File: config.mk
export PLATFORM = sky130hd
export DESIGN_NAME = servo_angle_frame_parser
export DESIGN_NICKNAME = d
export VERILOG_FILES = /design/src/rtl/core/sapf_pkg.sv /design/src/rtl/core/servo_angle_frame_parser.sv /design/src/rtl/core/sapf_parse.sv /design/src/rtl/core/sapf_outq.sv
export SDC_FILE = /design/constraint.sdc
export NUM_CORES = 1
export LEC_CHECK = 0
export BUFFER_PORTS_ARGS = -buffer_cell sky130_fd_sc_hd__buf_2
export CAP_MARGIN = 20
export CELL_PAD_IN_SITES_DETAIL_PLACEMENT = 0
export CELL_PAD_IN_SITES_GLOBAL_PLACEMENT = 1
export CORE_AREA = 2 2 101 103
export DETAILED_ROUTE_END_ITERATION = 7
export DIE_AREA = 0 0 103 105
export PLACE_DENSITY_LB_ADDON = 0.15
export SLEW_MARGIN = 40
export SYNTH_ARGS = -nofsm -noshare
export SYNTH_HDL_FRONTEND = slang
export SYNTH_SLANG_ARGS = --single-unit
File: constraint.sdc
create_clock -name clk -period 2.5 [get_ports clk]
set_clock_uncertainty 0.15 [all_clocks]
set_input_delay 0.375 -clock clk [delete_from_list [all_inputs] [get_ports clk]]
set_output_delay 0.375 -clock clk [all_outputs]
set_load 0.05 [all_outputs]
File: src/rtl/core/sapf_pkg.sv
// Shared types, constants and register indexes for the servo angle frame parser.
package sapf_pkg;

  localparam int NUM_SERVOS_DEF = 32;

  localparam int CFG_IDX_W = 8;
  typedef logic [CFG_IDX_W-1:0] cfg_idx_t;
  localparam cfg_idx_t REG_HEADER_BYTE   = cfg_idx_t'(0);
  localparam cfg_idx_t REG_ANGLE_COMMAND = cfg_idx_t'(1);

  localparam logic [7:0] HEADER_BYTE_RST   = 8'd85;
  localparam logic [7:0] ANGLE_COMMAND_RST = 8'd21;

  localparam int POS_W = 9;
  typedef logic [POS_W-1:0] pos_t;
  localparam pos_t POS_HDR0 = pos_t'(0);
  localparam pos_t POS_HDR1 = pos_t'(1);
  localparam pos_t POS_LEN  = pos_t'(2);
  localparam pos_t POS_CMD  = pos_t'(3);
  localparam pos_t POS_SKIP = pos_t'(4);
  localparam pos_t POS_MAX  = pos_t'(511);
  localparam pos_t LEN_ADJ  = pos_t'(2);

  typedef struct packed {
    logic [7:0] data_byte;
    logic       frame_start;
  } in_t;

  typedef struct packed {
    logic [4:0]  servo_slot;
    logic [15:0] angle_value;
  } out_t;

  typedef struct packed {
    logic vld;
    out_t item;
  } res_t;

  typedef enum logic [2:0] {
    PH_ID   = 3'b001,
    PH_LOW  = 3'b010,
    PH_HIGH = 3'b100
  } phase_t;

endpackage

File: src/rtl/core/servo_angle_frame_parser.sv
// Servo angle frame parser top level: configuration registers, frame tracker, result queue.
// Takes one frame byte per clock; with the result side free, an angle update appears on
// the result port the cycle after the last byte of its triple. The input is stalled only
// while both the result register and the skid stage behind it hold undelivered updates,
// so with a free result side it sustains one byte every cycle. Config writes are always ready.
module servo_angle_frame_parser
  import sapf_pkg::*;
#(
  parameter int NUM_SERVOS = NUM_SERVOS_DEF
) (
  input  logic       clk,
  input  logic       rst_n,
  input  logic       in_valid,
  output logic       in_stall,
  input  in_t        in_data,
  output logic       out_valid,
  input  logic       out_stall,
  output out_t       out_data,
  input  logic       cfg_valid,
  output logic       cfg_ready,
  input  cfg_idx_t   cfg_index,
  input  logic [7:0] cfg_data
);

  logic [7:0] header_byte_r, header_byte_nxt;
  logic [7:0] angle_command_r, angle_command_nxt;
  logic       acc;
  logic       skid_full;
  res_t       res;

  assign cfg_ready = 1'b1;
  assign in_stall  = skid_full;
  assign acc       = in_valid && !in_stall;

  always_comb begin
    header_byte_nxt   = header_byte_r;
    angle_command_nxt = angle_command_r;
    if (cfg_valid && cfg_ready) begin
      case (cfg_index)
        REG_HEADER_BYTE:   header_byte_nxt   = cfg_data;
        REG_ANGLE_COMMAND: angle_command_nxt = cfg_data;
        default: ;
      endcase
    end
  end

  always_ff @(posedge clk) begin
    if (!rst_n) begin
      header_byte_r   <= HEADER_BYTE_RST;
      angle_command_r <= ANGLE_COMMAND_RST;
    end else begin
      header_byte_r   <= header_byte_nxt;
      angle_command_r <= angle_command_nxt;
    end
  end

  sapf_parse #(
    .NUM_SERVOS(NUM_SERVOS)
  ) u_parse (
    .clk          (clk),
    .rst_n        (rst_n),
    .acc          (acc),
    .in_data      (in_data),
    .header_byte  (header_byte_r),
    .angle_command(angle_command_r),
    .res          (res)
  );

  sapf_outq u_outq (
    .clk      (clk),
    .rst_n    (rst_n),
    .res      (res),
    .skid_full(skid_full),
    .out_valid(out_valid),
    .out_stall(out_stall),
    .out_data (out_data)
  );

endmodule

File: src/rtl/core/sapf_parse.sv
// Frame tracker: byte position, header/command checks and triple assembly.
module sapf_parse
  import sapf_pkg::*;
#(
  parameter int NUM_SERVOS = NUM_SERVOS_DEF
) (
  input  logic       clk,
  input  logic       rst_n,
  input  logic       acc,
  input  in_t        in_data,
  input  logic [7:0] header_byte,
  input  logic [7:0] angle_command,
  output res_t       res
);

  localparam logic [7:0] ID_MAX = 8'(NUM_SERVOS);

  pos_t       byte_position_r, byte_position_nxt;
  logic       header_good_r, header_good_nxt;
  pos_t       total_length_r, total_length_nxt;
  logic       command_match_r, command_match_nxt;
  phase_t     phase_r, phase_nxt;
  logic [7:0] held_id_r, held_id_nxt;
  logic [7:0] held_low_r, held_low_nxt;
  logic       in_range_r, in_range_nxt;

  pos_t       pos_cur;
  logic [7:0] b;
  logic [7:0] id_m1;

  assign b       = in_data.data_byte;
  assign pos_cur = in_data.frame_start ? POS_HDR0 : byte_position_r;
  assign id_m1   = held_id_r - 8'd1;

  always_comb begin
    byte_position_nxt = byte_position_r;
    header_good_nxt   = header_good_r;
    total_length_nxt  = total_length_r;
    command_match_nxt = command_match_r;
    phase_nxt         = phase_r;
    held_id_nxt       = held_id_r;
    held_low_nxt      = held_low_r;
    in_range_nxt      = in_range_r;
    res.vld           = 1'b0;
    res.item.servo_slot  = id_m1[4:0];
    res.item.angle_value = {b, held_low_r};
    if (acc) begin
      byte_position_nxt = (pos_cur < POS_MAX) ? pos_cur + pos_t'(1) : POS_MAX;
      case (pos_cur)
        POS_HDR0: begin
          header_good_nxt   = (b == header_byte);
          total_length_nxt  = '0;
          command_match_nxt = 1'b0;
          phase_nxt         = PH_ID;
          in_range_nxt      = 1'b0;
        end
        POS_HDR1: header_good_nxt = header_good_r && (b == header_byte);
        POS_LEN:  total_length_nxt = pos_t'(b) + LEN_ADJ;
        POS_CMD:  command_match_nxt = (b == angle_command);
        POS_SKIP: phase_nxt = PH_ID;
        default: begin
          case (phase_r)
            PH_LOW: begin
              held_low_nxt = b;
              phase_nxt    = PH_HIGH;
            end
            PH_HIGH: begin
              phase_nxt = PH_ID;
              res.vld   = header_good_r && command_match_r && in_range_r &&
                          (held_id_r != 8'd0) && (held_id_r <= ID_MAX);
            end
            default: begin
              held_id_nxt  = b;
              in_range_nxt = (pos_cur < total_length_r);
              phase_nxt    = PH_LOW;
            end
          endcase
        end
      endcase
    end
  end

  always_ff @(posedge clk) begin
    if (!rst_n) begin
      byte_position_r <= '0;
      header_good_r   <= 1'b0;
      total_length_r  <= '0;
      command_match_r <= 1'b0;
      phase_r         <= PH_ID;
      in_range_r      <= 1'b0;
    end else begin
      byte_position_r <= byte_position_nxt;
      header_good_r   <= header_good_nxt;
      total_length_r  <= total_length_nxt;
      command_match_r <= command_match_nxt;
      phase_r         <= phase_nxt;
      in_range_r      <= in_range_nxt;
    end
  end

  always_ff @(posedge clk) begin
    held_id_r  <= held_id_nxt;
    held_low_r <= held_low_nxt;
  end

endmodule

File: src/rtl/core/sapf_outq.sv
// Result register with a skid stage so the input keeps flowing under output stall.
module sapf_outq
  import sapf_pkg::*;
(
  input  logic clk,
  input  logic rst_n,
  input  res_t res,
  output logic skid_full,
  output logic out_valid,
  input  logic out_stall,
  output out_t out_data
);

  logic out_valid_r, out_valid_nxt;
  out_t out_data_r, out_data_nxt;
  logic skid_valid_r, skid_valid_nxt;
  out_t skid_data_r, skid_data_nxt;
  logic out_free;

  assign out_free = !out_valid_r || !out_stall;

  always_comb begin
    out_valid_nxt  = out_valid_r;
    out_data_nxt   = out_data_r;
    skid_valid_nxt = skid_valid_r;
    skid_data_nxt  = skid_data_r;
    if (out_free) begin
      if (skid_valid_r) begin
        out_valid_nxt  = 1'b1;
        out_data_nxt   = skid_data_r;
        skid_valid_nxt = res.vld;
        skid_data_nxt  = res.item;
      end else begin
        out_valid_nxt = res.vld;
        out_data_nxt  = res.item;
      end
    end else if (res.vld) begin
      skid_valid_nxt = 1'b1;
      skid_data_nxt  = res.item;
    end
  end

  always_ff @(posedge clk) begin
    if (!rst_n) begin
      out_valid_r  <= 1'b0;
      skid_valid_r <= 1'b0;
    end else begin
      out_valid_r  <= out_valid_nxt;
      skid_valid_r <= skid_valid_nxt;
    end
  end

  always_ff @(posedge clk) begin
    out_data_r  <= out_data_nxt;
    skid_data_r <= skid_data_nxt;
  end

  assign skid_full = skid_valid_r;
  assign out_valid = out_valid_r;
  assign out_data  = out_data_r;

endmodule

==> impl_metrics.toml <==
[run_status]
outcome = "finished clean"

[placement]
dp_slack_ps = 149
dp_hpwl_mm = 6.39
io_buffers = 52
globalplace.congestion = 0.774
placed_cell_area_um2 = 4940
dp.cells = 553

[cts]
tritoncts = "yes"
cts_resized = 0
htreeDepth = 3
clk_latency_ps = 360
clkSlewWorstSetupHoldPaths_ps = 110
clockBufferDepth = 2
postCtsSetupRepairBufs = 0
numClockSinks = 100
ctsRootBufferMaster = "clkbuf_8"
cts_buffers = 9
hold_buffers = 0

[timing]
setup_viol = 0
drv_slew = 0
worst_pin_slew_ps = 704
hold_viol = 0
rsz0062_at_grt = "false"
final.setup.tns_ps = 0
layout_min_cycle_time_ps = 2230
relSlewSlack = 0.531
fin_crit_sh = 0.892
timing.fmax_mhz = 448
fin_worst_hold_slack_ps = 97.8
setup_slack_ps = 270

[grt]
grt_pass1_wl_mm = 15.1
grt_usage = 0.180
grt_start_max_net_pins = 30
grt_antenna_before_repair = 0
overflow = 0
grt_pass1_vias = 2967

[power]
leakage_nw = 2.04
clkPwrFrac = 0.353
seq_power_share = 0.583
switching_power_mw = 0.779
p_sw_frac = 0.260
ir_drop_mv = 0.280
combPwrFrac = 0.065
power.internal_mw = 2.22
powerDensity_nw_per_um2 = 582

[synthesis]
ys_warn_count = 0
ys_ff_latch = 100
synth_common_cells = "58 x edfxtp_1, 42 x dfxtp_1, 24 x nand2_1"
synthArstFlopShare = 0
synth_area_um2 = 4470
ys_top_cells_by_area = "edfxtp_1 39%, dfxtp_1 19%, mux2_2 4.8%, xor2_1 4.3%, mux2i_1 3.8%"
ys_seq_area_frac = 0.577
synthCells = 372
yosys.area.top_type = "edfxtp_1"
synth_flop_cell = "edfxtp_1"
synth_cell_types = 60
synth_top_area_frac = 0.389
syn_avg_cell_area_um2 = 12.0
syn_nets = 412
yosysMostFrequentCell = "edfxtp_1"
synth_edf_count = 58

[die]
ios = 54
dieWidth_um = 103
fp.coreArea_um2 = 9640
die_y_um = 105
die_area_um2 = 10800
rows = 36
start_util = 0.464

[detailed_routing]
routed_wl_mm = 9.09
wl_per_cell_um = 16.0
drtIter0Drc = 92
vias_per_cell = 5.31
ant_nets = 0
drtPass1Iterations = 6
drc = 0
dr_total_vias = 3024

[final_layout]
diodes = 0
drive_gt1_frac = 0.257
areaGrowthSynthToFinish_pct = 15.1
final_cell_area_um2 = 5150
final_cells = 569
nets = 471

[worst_hold_path]
min_path_type = "in2reg"

[worst_setup_path]
crit_required_ps = 2420
worstSetupEndpointType = "register"
critPathArrivalTime_ps = 2150
cp_top_family = "simple AND/OR/NAND/NOR gates"
max_stage_delay_ps = 420
worst-path-buf-inv = 2
critPathLaunchType = "register"
crit_path_top_delay_cell = "edfxtp_1"
crit_chain = "inv_1, ha_1, nor4b_1, xor2_1, nor3_1, mux2_2, buf_12"
cp_max_fo = 21
crit_type = "reg2reg"
rrSetupSlack_ps = 270

[flow_run]
maxCapViolCount = 0
-- state kept, by name, summed over array words and instances (netlist names) --
name,flops
u_outq.out_data,21
u_outq.skid_data_r,21
u_parse.byte_position_r,9
u_parse.total_length_r,9
angle_command_r,8
header_byte_r,8
u_parse.held_id_r,8
u_parse.held_low_r,8
u_parse.phase_r,3
u_outq.out_valid,1
u_outq.skid_full,1
u_parse.command_match_r,1
u_parse.header_good_r,1
u_parse.in_range_r,1
-- layer usage --
metal | vias to the layer above | global-route usage | wire length (um)
met5 | - | 0 | 0
met4 | 0 | 0.0489 | 138
met3 | 9 | 0.0355 | 297
met2 | 54 | 0.289 | 4270
met1 | 1479 | 0.248 | 4380
li1 | 1482 | - | -
-- stage by stage --
stage | power, mW | utilization
final | 2.99 | 0.534
after global routing | 3.10 | 0.534
after CTS | 3.02 | 0.534
after detailed placement | 1.98 | 0.512
after global placement | 1.97 | 0.512
after floorplan | 1.90 | -
-- cell usage in the layout, fill, tap and decap left out, drive strengths merged, types with 3 or more instances in the layout --
| cell | n |
|---|---|
| xnor2 | 5 |
| nor2 | 18 |
| a21oi | 15 |
| or4 | 5 |
| nor2b | 9 |
| mux2i | 17 |
| o21ai | 9 |
| ha | 10 |
| o211a | 3 |
| o2bb2ai | 6 |
| nand3 | 11 |
| edfxtp | 58 |
| buf | 67 |
| nand2b | 5 |
| and3 | 4 |
| inv | 22 |
| clkinv | 4 |
| xor2 | 22 |
| mux2 | 19 |
| nor4 | 5 |
| dfxtp | 42 |
| nor3 | 10 |
| nand2 | 24 |
| clkbuf | 9 |
| nand4 | 3 |
| nor3b | 3 |
-- logic make-up (layout without fill, tap and decap cells) --
logic type / Yosys count / in the layout / share of synthesized area
buffers and inverters: 38 / 102 / 0.0352
AND/OR/NAND/NOR: 104 / 104 / 0.129
XOR/XNOR: 27 / 27 / 0.0529
flip-flops: 100 / 100 / 0.577
multiplexers: 36 / 36 / 0.0859
AO/OA/AOI/OAI: 56 / 56 / 0.0912
other: 1 / 1 / 0.000838
adder cells (fa/ha/maj): 10 / 10 / 0.0280
-- final timing paths --
| path | from | end | cells past startpoint |
|---|---|---|---|
| hold reg to reg | u_parse.held_low_r[3]$_DFFE_PP_ | u_outq.skid_data_r[3]$_DFFE_PP_ | 0 |
| hold / removal | cfg_data[4] | header_byte_r[4]$_SDFFE_PN1P_ | 3 |
| setup reg to reg | u_parse.held_id_r[0]$_DFFE_PP_ | u_outq.skid_data_r[6]$_DFFE_PP_ | 7 |
| setup / recovery | u_parse.held_id_r[0]$_DFFE_PP_ | u_outq.skid_data_r[6]$_DFFE_PP_ | 7 |
-- worst reg2reg max path: stages, from the launching register on --
cell	delay, ps
edfxtp_1	420
inv_1	90
ha_1	190
nor4b_1	320
xor2_1	140
nor3_1	230
mux2_2	220
buf_12	170
-- power by group through the flow --
stage | sequential (mW) | combinational (mW) | clock [mW]
6_report | 1.74 | 0.194 | 1.06
5_1_grt | 1.75 | 0.212 | 1.14
4_1_cts | 1.74 | 0.195 | 1.08
3_5_place_dp | 1.78 | 0.194 | 0
3_3_place_gp | 1.78 | 0.193 | 0
2_1_floorplan | 1.81 | 0.0914 | 0
-- area by class of cell --
class	instances	area, um2
Clock inverter	7	86.3
Clock buffer	9	124
Sequential cell	100	2580
Tap cell	133	166
Fill cell	885	4490
Timing Repair Buffer	67	385
Inverter	19	71.3
Multi-Input combinational cell	234	1730
(Power assumes the default switching activity.)
